--- config.mk ---
export PLATFORM = sky130hd
export DESIGN_NAME = solenoid_pull_hold_driver_core
export DESIGN_NICKNAME = d
export VERILOG_FILES = /design/src/hdl/sphd_pkg.sv /design/src/hdl/solenoid_pull_hold_driver_core.sv
export SDC_FILE = /design/constraint.sdc
export NUM_CORES = 1
export LEC_CHECK = 0
export BUFFER_PORTS_ARGS = -buffer_cell sky130_fd_sc_hd__buf_2
export CAP_MARGIN = 20
export CORE_ASPECT_RATIO = 1.75
export CORE_MARGIN = 2
export CORE_UTILIZATION = 49
export CTS_CLUSTER_SIZE = 28
export DETAILED_ROUTE_END_ITERATION = 8
export GPL_ROUTABILITY_DRIVEN = 0
export PLACE_DENSITY = 0.69
export SYNTH_ARGS = -nofsm -noshare
export SYNTH_HDL_FRONTEND = slang
export SYNTH_SLANG_ARGS = --single-unit
--- constraint.sdc ---
create_clock -name clk -period 9 [get_ports clk]
set_clock_uncertainty 0.1 [all_clocks]
set_input_delay 0.9 -clock clk [delete_from_list [all_inputs] [get_ports clk]]
set_output_delay 0.9 -clock clk [all_outputs]
set_load 0.05 [all_outputs]
--- src/hdl/sphd_pkg.sv ---
// types, codes and helpers for the solenoid pull-and-hold driver
`timescale 1ns / 1ps

package sphd_pkg;

    typedef enum logic [1:0] {
        CMD_TICK = 2'd0,
        CMD_ON   = 2'd1,
        CMD_OFF  = 2'd2,
        CMD_SET  = 2'd3
    } cmd_t;

    typedef enum logic [1:0] {
        MODE_OFF  = 2'd0,
        MODE_PULL = 2'd1,
        MODE_HOLD = 2'd2
    } mode_t;

    typedef enum logic [2:0] {
        REG_DUTY_CAP  = 3'd0,
        REG_PULL_TIME = 3'd1,
        REG_HOLD_DUTY = 3'd2,
        REG_MAX_ON    = 3'd3,
        REG_PWM_PER   = 3'd4
    } reg_idx_t;

    localparam int          CfgIdxW       = 3;
    localparam int          CfgDataW      = 32;
    localparam int          ProdW         = 23;
    localparam int          RecipW        = 24;
    localparam int          RecipShift    = 30;
    localparam int          ScaledW       = ProdW + RecipW;
    localparam logic [23:0] RECIP_100     = 24'd10737419;
    localparam logic [7:0]  FULL_DUTY     = 8'd100;
    localparam logic [6:0]  DUTY_CAP_RST  = 7'd100;
    localparam logic [15:0] PULL_TIME_RST = 16'd200;
    localparam logic [6:0]  HOLD_DUTY_RST = 7'd30;
    localparam logic [31:0] MAX_ON_RST    = 32'd0;
    localparam logic [15:0] PWM_PER_RST   = 16'd1000;

    // requested duty limited by the cap
    function automatic logic [6:0] cap_duty(input logic [7:0] pct, input logic [6:0] cap);
        logic [6:0] res;
        if (pct > {1'b0, cap})
        begin
            res = cap;
        end
        else
        begin
            res = pct[6:0];
        end
        return res;
    endfunction

endpackage

--- src/hdl/solenoid_pull_hold_driver_core.sv ---
// solenoid pull-and-hold pwm driver: command decode, state update, compare scaling
//
//  channel | signals                                   | direction
//  --------+-------------------------------------------+----------
//  in      | in_valid, in_ready, cmd, duty_pct, now_ms | to block
//  out     | out_valid, out_ready, mode, duty_out,     | from block
//          | compare_value, on_time_ms, timed_out      |
//  cfg     | cfg_we, cfg_index, cfg_data               | to block
//
//  one item per cycle sustained while out_ready stays high; each item is registered at every stage below
//  stages: input register, state update and duty-period multiply, divide by 100 and saturate
//  the multiply into the reciprocal scaling sets the stage split
//  reset clears state, config to defaults and all valid flags
//  a stalled output holds every stage that has nowhere to go; ready follows from that
`timescale 1ns / 1ps

module solenoid_pull_hold_driver_core
    import sphd_pkg::*;
(
    input  logic                clk,
    input  logic                rst_n,
    input  logic                cfg_we,
    input  logic [CfgIdxW-1:0]  cfg_index,
    input  logic [CfgDataW-1:0] cfg_data,
    input  logic                in_valid,
    output logic                in_ready,
    input  logic [1:0]          cmd,
    input  logic [7:0]          duty_pct,
    input  logic [31:0]         now_ms,
    output logic                out_valid,
    input  logic                out_ready,
    output logic [1:0]          mode,
    output logic [6:0]          duty_out,
    output logic [15:0]         compare_value,
    output logic [31:0]         on_time_ms,
    output logic                timed_out
);

    // configuration
    logic [6:0]  duty_cap_reg;
    logic [15:0] pull_time_reg;
    logic [6:0]  hold_duty_reg;
    logic [31:0] max_on_reg;
    logic [15:0] pwm_period_reg;

    // driver state
    mode_t       mode_reg, mode_next;
    logic [6:0]  duty_reg, duty_next;
    logic [31:0] on_start_reg, on_start_next;
    logic        anchored_reg, anchored_next;
    logic        manual_reg, manual_next;

    // pipeline
    logic        in_valid_reg;
    cmd_t        in_cmd_reg;
    logic [7:0]  in_duty_reg;
    logic [31:0] in_now_reg;

    logic             a_valid_reg;
    logic [ProdW-1:0] a_prod_reg, a_prod_next;
    logic [31:0]      a_on_time_reg, a_on_time_next;
    logic             a_timed_reg, a_timed_next;

    logic        out_valid_reg;
    mode_t       out_mode_reg;
    logic [6:0]  out_duty_reg;
    logic [15:0] out_cmp_reg, out_cmp_next;
    logic [31:0] out_on_time_reg;
    logic        out_timed_reg;

    logic in_take, a_load, b_load, out_fire;

    logic [31:0]        start_base;
    logic [31:0]        elapsed;
    logic [ScaledW-1:0] scaled;
    logic [16:0]        quot;

    assign out_fire = out_valid_reg & out_ready;
    assign b_load   = a_valid_reg & (~out_valid_reg | out_ready);
    assign a_load   = in_valid_reg & (~a_valid_reg | b_load);
    assign in_ready = ~in_valid_reg | a_load;
    assign in_take  = in_valid & in_ready;

    // on-time of the item in the input register; zero when not yet anchored
    assign start_base = anchored_reg ? on_start_reg : in_now_reg;
    assign elapsed    = in_now_reg - start_base;

    always_comb
    begin
        mode_next     = mode_reg;
        duty_next     = duty_reg;
        on_start_next = on_start_reg;
        anchored_next = anchored_reg;
        manual_next   = manual_reg;
        a_timed_next  = 1'b0;

        unique case (in_cmd_reg)
            CMD_TICK:
            begin
                if (mode_reg == MODE_OFF)
                begin
                    anchored_next = 1'b0;
                    on_start_next = '0;
                end
                else
                begin
                    anchored_next = 1'b1;
                    on_start_next = start_base;
                    if (mode_reg == MODE_PULL && !manual_reg
                        && elapsed >= {16'd0, pull_time_reg})
                    begin
                        mode_next = MODE_HOLD;
                        duty_next = cap_duty({1'b0, hold_duty_reg}, duty_cap_reg);
                    end
                    if (max_on_reg != '0 && elapsed >= max_on_reg)
                    begin
                        mode_next     = MODE_OFF;
                        manual_next   = 1'b0;
                        anchored_next = 1'b0;
                        on_start_next = '0;
                        duty_next     = '0;
                        a_timed_next  = 1'b1;
                    end
                end
            end
            CMD_ON:
            begin
                mode_next     = MODE_PULL;
                manual_next   = 1'b0;
                anchored_next = 1'b0;
                on_start_next = '0;
                duty_next     = cap_duty(FULL_DUTY, duty_cap_reg);
            end
            CMD_OFF:
            begin
                mode_next     = MODE_OFF;
                manual_next   = 1'b0;
                anchored_next = 1'b0;
                on_start_next = '0;
                duty_next     = '0;
            end
            CMD_SET:
            begin
                if (in_duty_reg == '0)
                begin
                    mode_next     = MODE_OFF;
                    manual_next   = 1'b0;
                    anchored_next = 1'b0;
                    on_start_next = '0;
                    duty_next     = '0;
                end
                else
                begin
                    manual_next = 1'b1;
                    mode_next   = MODE_HOLD;
                    duty_next   = cap_duty(in_duty_reg, duty_cap_reg);
                end
            end
        endcase

        if (mode_next != MODE_OFF && anchored_next)
        begin
            a_on_time_next = in_now_reg - on_start_next;
        end
        else
        begin
            a_on_time_next = '0;
        end

        a_prod_next = {{(ProdW-7){1'b0}}, duty_next} * {{(ProdW-16){1'b0}}, pwm_period_reg};
    end

    // divide by 100 through the reciprocal, then saturate to the timer width
    assign scaled = {{RecipW{1'b0}}, a_prod_reg} * {{ProdW{1'b0}}, RECIP_100};
    assign quot   = scaled[RecipShift +: 17];

    always_comb
    begin
        if (quot[16])
        begin
            out_cmp_next = 16'hFFFF;
        end
        else
        begin
            out_cmp_next = quot[15:0];
        end
    end

    // control, state and configuration
    always_ff @(posedge clk or negedge rst_n)
    begin
        if (!rst_n)
        begin
            duty_cap_reg   <= DUTY_CAP_RST;
            pull_time_reg  <= PULL_TIME_RST;
            hold_duty_reg  <= HOLD_DUTY_RST;
            max_on_reg     <= MAX_ON_RST;
            pwm_period_reg <= PWM_PER_RST;
            mode_reg       <= MODE_OFF;
            duty_reg       <= '0;
            on_start_reg   <= '0;
            anchored_reg   <= 1'b0;
            manual_reg     <= 1'b0;
            in_valid_reg   <= 1'b0;
            a_valid_reg    <= 1'b0;
            out_valid_reg  <= 1'b0;
        end
        else
        begin
            if (cfg_we)
            begin
                unique case (cfg_index)
                    REG_DUTY_CAP:  duty_cap_reg   <= cfg_data[6:0];
                    REG_PULL_TIME: pull_time_reg  <= cfg_data[15:0];
                    REG_HOLD_DUTY: hold_duty_reg  <= cfg_data[6:0];
                    REG_MAX_ON:    max_on_reg     <= cfg_data[31:0];
                    REG_PWM_PER:   pwm_period_reg <= cfg_data[15:0];
                    default:       ;
                endcase
            end

            if (a_load)
            begin
                mode_reg     <= mode_next;
                duty_reg     <= duty_next;
                on_start_reg <= on_start_next;
                anchored_reg <= anchored_next;
                manual_reg   <= manual_next;
            end

            if (in_take)
            begin
                in_valid_reg <= 1'b1;
            end
            else if (a_load)
            begin
                in_valid_reg <= 1'b0;
            end

            if (a_load)
            begin
                a_valid_reg <= 1'b1;
            end
            else if (b_load)
            begin
                a_valid_reg <= 1'b0;
            end

            if (b_load)
            begin
                out_valid_reg <= 1'b1;
            end
            else if (out_fire)
            begin
                out_valid_reg <= 1'b0;
            end
        end
    end

    // item payload
    always_ff @(posedge clk)
    begin
        if (in_take)
        begin
            in_cmd_reg  <= cmd_t'(cmd);
            in_duty_reg <= duty_pct;
            in_now_reg  <= now_ms;
        end
        if (a_load)
        begin
            a_prod_reg    <= a_prod_next;
            a_on_time_reg <= a_on_time_next;
            a_timed_reg   <= a_timed_next;
        end
        if (b_load)
        begin
            out_mode_reg    <= mode_reg;
            out_duty_reg    <= duty_reg;
            out_cmp_reg     <= out_cmp_next;
            out_on_time_reg <= a_on_time_reg;
            out_timed_reg   <= a_timed_reg;
        end
    end

    assign out_valid     = out_valid_reg;
    assign mode          = out_mode_reg;
    assign duty_out      = out_duty_reg;
    assign compare_value = out_cmp_reg;
    assign on_time_ms    = out_on_time_reg;
    assign timed_out     = out_timed_reg;

    // a timeout always leaves the coil off with no duty
    assert property (@(posedge clk) disable iff (!rst_n)
        out_valid && timed_out |-> mode == MODE_OFF && duty_out == '0)
    else $error("timeout result not switched off");

    // off means no duty and no on-time
    assert property (@(posedge clk) disable iff (!rst_n)
        out_valid && mode == MODE_OFF |-> duty_out == '0 && on_time_ms == '0)
    else $error("off result carries duty or on-time");

    // zero duty scales to a zero compare value
    assert property (@(posedge clk) disable iff (!rst_n)
        out_valid && duty_out == '0 |-> compare_value == '0)
    else $error("compare value nonzero at zero duty");

    // input stage only blocks while it holds an item that cannot move on
    assert property (@(posedge clk) disable iff (!rst_n)
        !in_ready |-> in_valid_reg && a_valid_reg && out_valid_reg && !out_ready)
    else $error("input stalled without a full pipeline");

endmodule
==> results of run 1 <==
[final timing paths]
path                                                 from                             to  slack (ps)  depth (start not counted)
max                              anchored_reg$_DFFE_PN0P_       a_prod_reg[22]$_DFFE_PP_        -220                         42
min                                                 rst_n       in_valid_reg$_DFFE_PN0P_         300                          1
max reg2reg                      anchored_reg$_DFFE_PN0P_       a_prod_reg[22]$_DFFE_PP_        -220                         42
min reg2reg                a_on_time_reg[3]$_SDFFCE_PN0P_        on_time_ms[3]$_DFFE_PP_         310                          0
max in group asynchronous                           rst_n  pwm_period_reg[2]$_DFFE_PN0P_        7060                          2
min in group clk           a_on_time_reg[3]$_SDFFCE_PN0P_        on_time_ms[3]$_DFFE_PP_         310                          0
[final cells by class]
type / instances / area (µm²)
repair buffers: 421 / 3020
multi-input cells: 1979 / 19500
diodes: 1 / 2.50
clock inverters: 19 / 171
flip-flops and latches: 280 / 7810
inverters: 413 / 1550
clock buffers: 35 / 768
fillers: 4679 / 23300
well taps: 767 / 960
[layer usage]
metal	share of wire, %	vias up	global-route usage, %
li1	-	10200	-
met1	32	11100	26.6
met2	54	877	54.2
met3	3.9	436	3.00
met4	10	0	24.1
met5	0	-	0
[critical path: cells and delay by family, from the launching register on]
kind / cells / cell delay (ps)
buffers and inverters: 10 / 1080
flip-flops: 1 / 470
AO/OA/AOI/OAI: 16 / 2880
adder cells (fa/ha/maj): 7 / 2890
AND/OR/NAND/NOR: 6 / 1000
multiplexers: 2 / 440
XOR/XNOR: 1 / 110
[logic make-up (layout without fill, tap and decap cells)]
logic type               after synthesis  count (layout)  share of synthesized area, %
flip-flops                           280             280                          27.7
buffers and inverters                478             888                          6.49
adder cells (fa/ha/maj)              672             672                          36.9
AND/OR/NAND/NOR                      615             615                          11.0
XOR/XNOR                              75              75                          2.33
multiplexers                          97              97                          3.72
other                                  0               1                             0
AO/OA/AOI/OAI                        520             520                          11.8
[through the flow]
stage	instance area (µm²)	instances
2_1_floorplan	28200	2737
3_3_place_gp	31400	3806
3_5_place_dp	31400	3806
4_1_cts	32600	3869
5_1_grt	33800	3915
6_report	33800	3915
[synthesized netlist by cell type, types with 13 or more instances]
cell type | instances | area (µm²)
nor2_1 | 132 | 495
nand2_1 | 162 | 608
nor4_1 | 14 | 87.6
nand2b_1 | 37 | 231
a211oi_1 | 16 | 120
inv_1 | 413 | 1550
fa_1 | 267 | 5350
xor2_1 | 31 | 272
nand3_1 | 31 | 155
nor2b_1 | 60 | 375
nor3_1 | 37 | 185
o211ai_1 | 13 | 97.6
a21oi_1 | 155 | 776
mux2i_1 | 35 | 350
ha_1 | 405 | 5070
mux2_2 | 62 | 698
dfrtp_1 | 108 | 2700
dfstp_2 | 16 | 420
o21a_1 | 20 | 150
nand4_1 | 22 | 138
or3_1 | 14 | 87.6
clkbuf_1 | 41 | 154
o21bai_1 | 15 | 113
and2_1 | 56 | 350
a21o_1 | 52 | 390
o21ai_0 | 142 | 711
and3_1 | 18 | 113
edfxtp_1 | 156 | 4680
xnor2_1 | 44 | 385
[repair_timing]
| action | 4_1_cts | 5_1_grt |
|---|---|---|
| buffers inserted | 8 | 40 |
| gates cloned | 1 | 3 |
| endpoints found under the setup margin | 10 | 17 |
| pin swaps | 11 | 114 |
| resized for setup | 47 | 182 |
| hold buffers | 0 | 0 |
==> reports/results.ini, run 1 <==
[die]
rows = 116
die_w_um = 185
die_h_um = 321
initial_core_util_pct = 49.4
io_pins = 142
die_area_mm2 = 0.0595
core_area_mm2 = 0.0570

[synthesis]
synth_fp_nets = 3491
synth_area_per_cell_um2 = 10.3
yosys_register_bits = 280
synth_edf_count = 156
synth_seq_area_share_pct = 27.7
ys.flop_type = edfxtp_1
ys_types = 91
syn_area_mm2 = 0.0282
async_reset_ff_share_pct = 44.3
netlist_instances = 2737
synth-warning-count = 0

[route]
final_antenna_net_count = 0
drt_iter0_drc = 1193
wl_um = 84900
vias = 22600
first_pass_iters = 6
routed_via_density = 5.78
routedWlPerCell_um = 21.7
drc = 0

[sta]
clock.fmax_mhz = 108
period_needed_ps = 9220
fin_crit_sh_pct = 102
finalMaxSlewViolations = 0
hold_slack_ps = 299
setup_tns_ps = -848
worst-slew-pin-transition_ps = 1060
rsz0062_at_grt = yes
fin_ws_ps = -224
hold_viol_final = 0
setup_viol = 7
relSlewSlack_pct = 29.2

[layout]
final_common_cell = inv_1
fin_nets = 3878
layout-drive-gt1-share_pct = 23.5
final_cell_mix = 396 x inv_1, 380 x ha_1, 262 x fa_1, 248 x buf_4
final_util_pct = 59.2
area_growth_pct = 19.9

[grt]
grtUsageTotal_pct = 28.5
grt_pass1_vias = 24400
grt_pass1_wl_um = 129000
antenna_found_initial = 1
grt-ovfl-total = 0
grt_max_degree = 74

[outcome]
violations = setup timing
status = finished, violations left

[place]
port_buffers = 141
preCtsSetupSlack_ps = -552
dp_hpwl_um = 68500

[job]
maxCapViolCount = 0

[critical_path]
slowest_delay_ps = 540
worstPathRequired_ps = 9250
crit_path_end_kind = flop
start_kind = flop
cp_slowest_cell = fa_1
path_class = reg2reg
arrival_ps = 9470
crit_fanout = 7

[clock_tree]
clockBufferDepth = 3
cts_sinks = 280
h-tree-depth = 1
cts_buffers = 29
root_buffer = clkbuf_16
path_clk_slew_ps = 70
insertion_delay_ps = 610
cts_tree = built

[worst_hold_path]
hp-class = in2async

Power of run 1 is not shown: default switching activity piles up to over one toggle a cycle in this logic, so the estimate is an artifact.
==> run 2, diff against run 1 <==
Settings changed: PLACE_DENSITY 0.69 to 0.72, REMOVE_ABC_BUFFERS set to 1.
==> run 2 against run 1 <==
The flow still finishes with violations (setup timing). First-iteration DRC count is 9.7% higher. Critical path depth is 1 lower. Non-clock buffer count is 5 lower. Design area is 0.52% lower. Hold slack worse by 1.8 ps.
==> reports/results.ini, run 2 (same netlist as run 1, synthesis figures left out) <==
[sta]
clock.fmax_mhz = 110  ; was 108 MHz
worst-slew-pin-transition_ps = 1030  ; was 1060 ps
fin_crit_sh_pct = 101  ; was 102%
hold_viol_final = 0  ; unchanged
finalMaxSlewViolations = 0  ; unchanged
relSlewSlack_pct = 30.5  ; was 29.2%
setup_tns_ps = -383  ; was -848 ps
rsz0062_at_grt = yes  ; unchanged
hold_slack_ps = 298  ; was 299 ps
setup_viol = 4  ; was 7
period_needed_ps = 9130  ; was 9220 ps
fin_ws_ps = -131  ; was -224 ps

[outcome]
violations = setup timing  ; unchanged
status = finished, violations left  ; unchanged

[critical_path]
cp_slowest_cell = fa_1  ; unchanged
path_class = reg2reg  ; unchanged
crit_path_end_kind = flop  ; unchanged
cpMostUsedCell = buf_4
start_kind = flop  ; unchanged
worstPathRequired_ps = 9250  ; about the same
arrival_ps = 9380  ; was 9470 ps
crit_fanout = 14  ; was 7
slowest_delay_ps = 550  ; was 540 ps

[clock_tree]
cts_sinks = 280  ; unchanged
insertion_delay_ps = 600  ; was 610 ps
cts_tree = built  ; unchanged
path_clk_slew_ps = 70  ; about the same
h-tree-depth = 1  ; unchanged
root_buffer = clkbuf_16  ; unchanged
clockBufferDepth = 3  ; unchanged
cts_buffers = 30  ; was 29
hold_buffers = 0  ; unchanged

[route]
routedWlPerCell_um = 21.4  ; was 21.7 µm
routed_via_density = 5.80  ; was 5.78
first_pass_iters = 5  ; was 6
vias = 22700  ; was 22.6k
wl_um = 83900  ; was 84900 µm
drc = 0  ; unchanged
drt_iter0_drc = 1309  ; was 1193
final_antenna_net_count = 0  ; unchanged

[job]
maxCapViolCount = 0  ; unchanged

[die]
initial_core_util_pct = 49.4  ; unchanged
die_w_um = 185  ; unchanged
rows = 116  ; unchanged
die_area_mm2 = 0.0595  ; unchanged
die_h_um = 321  ; unchanged
core_area_mm2 = 0.0570  ; unchanged
io_pins = 142  ; unchanged

[place]
dp_hpwl_um = 67000  ; was 68500 µm
port_buffers = 141  ; unchanged
preCtsSetupSlack_ps = -410  ; was -552 ps

[layout]
final_cell_mix = 406 x inv_1, 385 x ha_1, 262 x fa_1, 258 x buf_4, 160 x nand2_1  ; was 396 x inv_1, 380 x ha_1, 262 x fa_1, 248 x buf_4
final_util_pct = 58.9  ; was 59.2%
layout-drive-gt1-share_pct = 22.7  ; was 23.5%
final_common_cell = inv_1  ; unchanged
fin_nets = 3874  ; was 3878
area_growth_pct = 19.3  ; was 19.9%

[grt]
grt_pass1_wl_um = 128000  ; was 129000 µm
grt_max_degree = 74  ; unchanged
antenna_found_initial = 2  ; was 1
grtUsageTotal_pct = 28.4  ; was 28.5%
grt_pass1_vias = 25000  ; was 24.4k
grt-ovfl-total = 0  ; unchanged

[worst_hold_path]
hp-class = in2async  ; unchanged

==> run 2: changes by cell type in the layout (fill, tap and decap cells not counted), moves of 6 or more <==
cell and delta:
buf_6 -7, inv_2 -10, inv_1 +10, buf_4 +10
a21oi_2 +6, clkinv_1 -6
==> run 2: what timing repair did <==
| item | in CTS | in global routing |
|---|---|---|
| resized for setup | 64 | 117 |
| endpoints found under the setup margin | 9 | 18 |
| gates cloned | 3 | 1 |
| pin swaps | 57 | 73 |
| setup buffers | 21 | 19 |
==> run 2: critical path: cells and delay by family, from the launching register on <==
kind / cells / cell delay [ps]
buffers and inverters: 11 / 1470
adder cells (fa/ha/maj): 7 / 2850
AO/OA/AOI/OAI: 12 / 2400
AND/OR/NAND/NOR: 9 / 1360
XOR/XNOR: 1 / 80
multiplexers: 1 / 140
flip-flops: 1 / 470
==> run 2: metrics by stage <==
step                std cells  area, µm²
finish                   3912      33600
global route             3911      33600
CTS                      3891      32900
detailed placement       3811      31400
global placement         3811      31400
floorplan                2672      27900
==> run 2: path summary, 6_finish.rpt <==
check | start | to | slack, ps | depth (start not counted)
setup / recovery | anchored_reg$_DFFE_PN0P_ | a_prod_reg[21]$_DFFE_PP_ | -130 | 41
hold / removal | rst_n | on_start_reg[28]$_DFFE_PN0P_ | 300 | 1
setup reg to reg | anchored_reg$_DFFE_PN0P_ | a_prod_reg[21]$_DFFE_PP_ | -130 | 41
hold reg to reg | a_on_time_reg[7]$_SDFFCE_PN0P_ | on_time_ms[7]$_DFFE_PP_ | 320 | 0
max in group asynchronous | rst_n | pull_time_reg[14]$_DFFE_PN0P_ | 7070 | 2
min in group clk | a_on_time_reg[7]$_SDFFCE_PN0P_ | on_time_ms[7]$_DFFE_PP_ | 320 | 0
==> run 2: final cells by class <==
| type | count | area [µm²] |
|---|---|---|
| Inverter | 413 | 1550 |
| Fill cell | 4618 | 23400 |
| Clock inverter | 20 | 274 |
| Timing Repair Buffer | 416 | 2880 |
| Clock buffer | 36 | 825 |
| Antenna cell | 1 | 2.50 |
| Tap cell | 767 | 960 |
| Multi-Input combinational cell | 1979 | 19300 |
| Sequential cell | 280 | 7810 |
==> run 2: routing by layer <==
metal | track usage, % | vias up | wire length (µm) | part of all wire, %
met5 | 0 | - | 0 | 0
met4 | 26.2 | 0 | 9370 | 11
met3 | 4.14 | 480 | 4090 | 4.9
met2 | 53.2 | 965 | 44500 | 53
met1 | 25.4 | 11100 | 25900 | 31
li1 | - | 10100 | - | -
Power of run 2 is left out for the same reason.
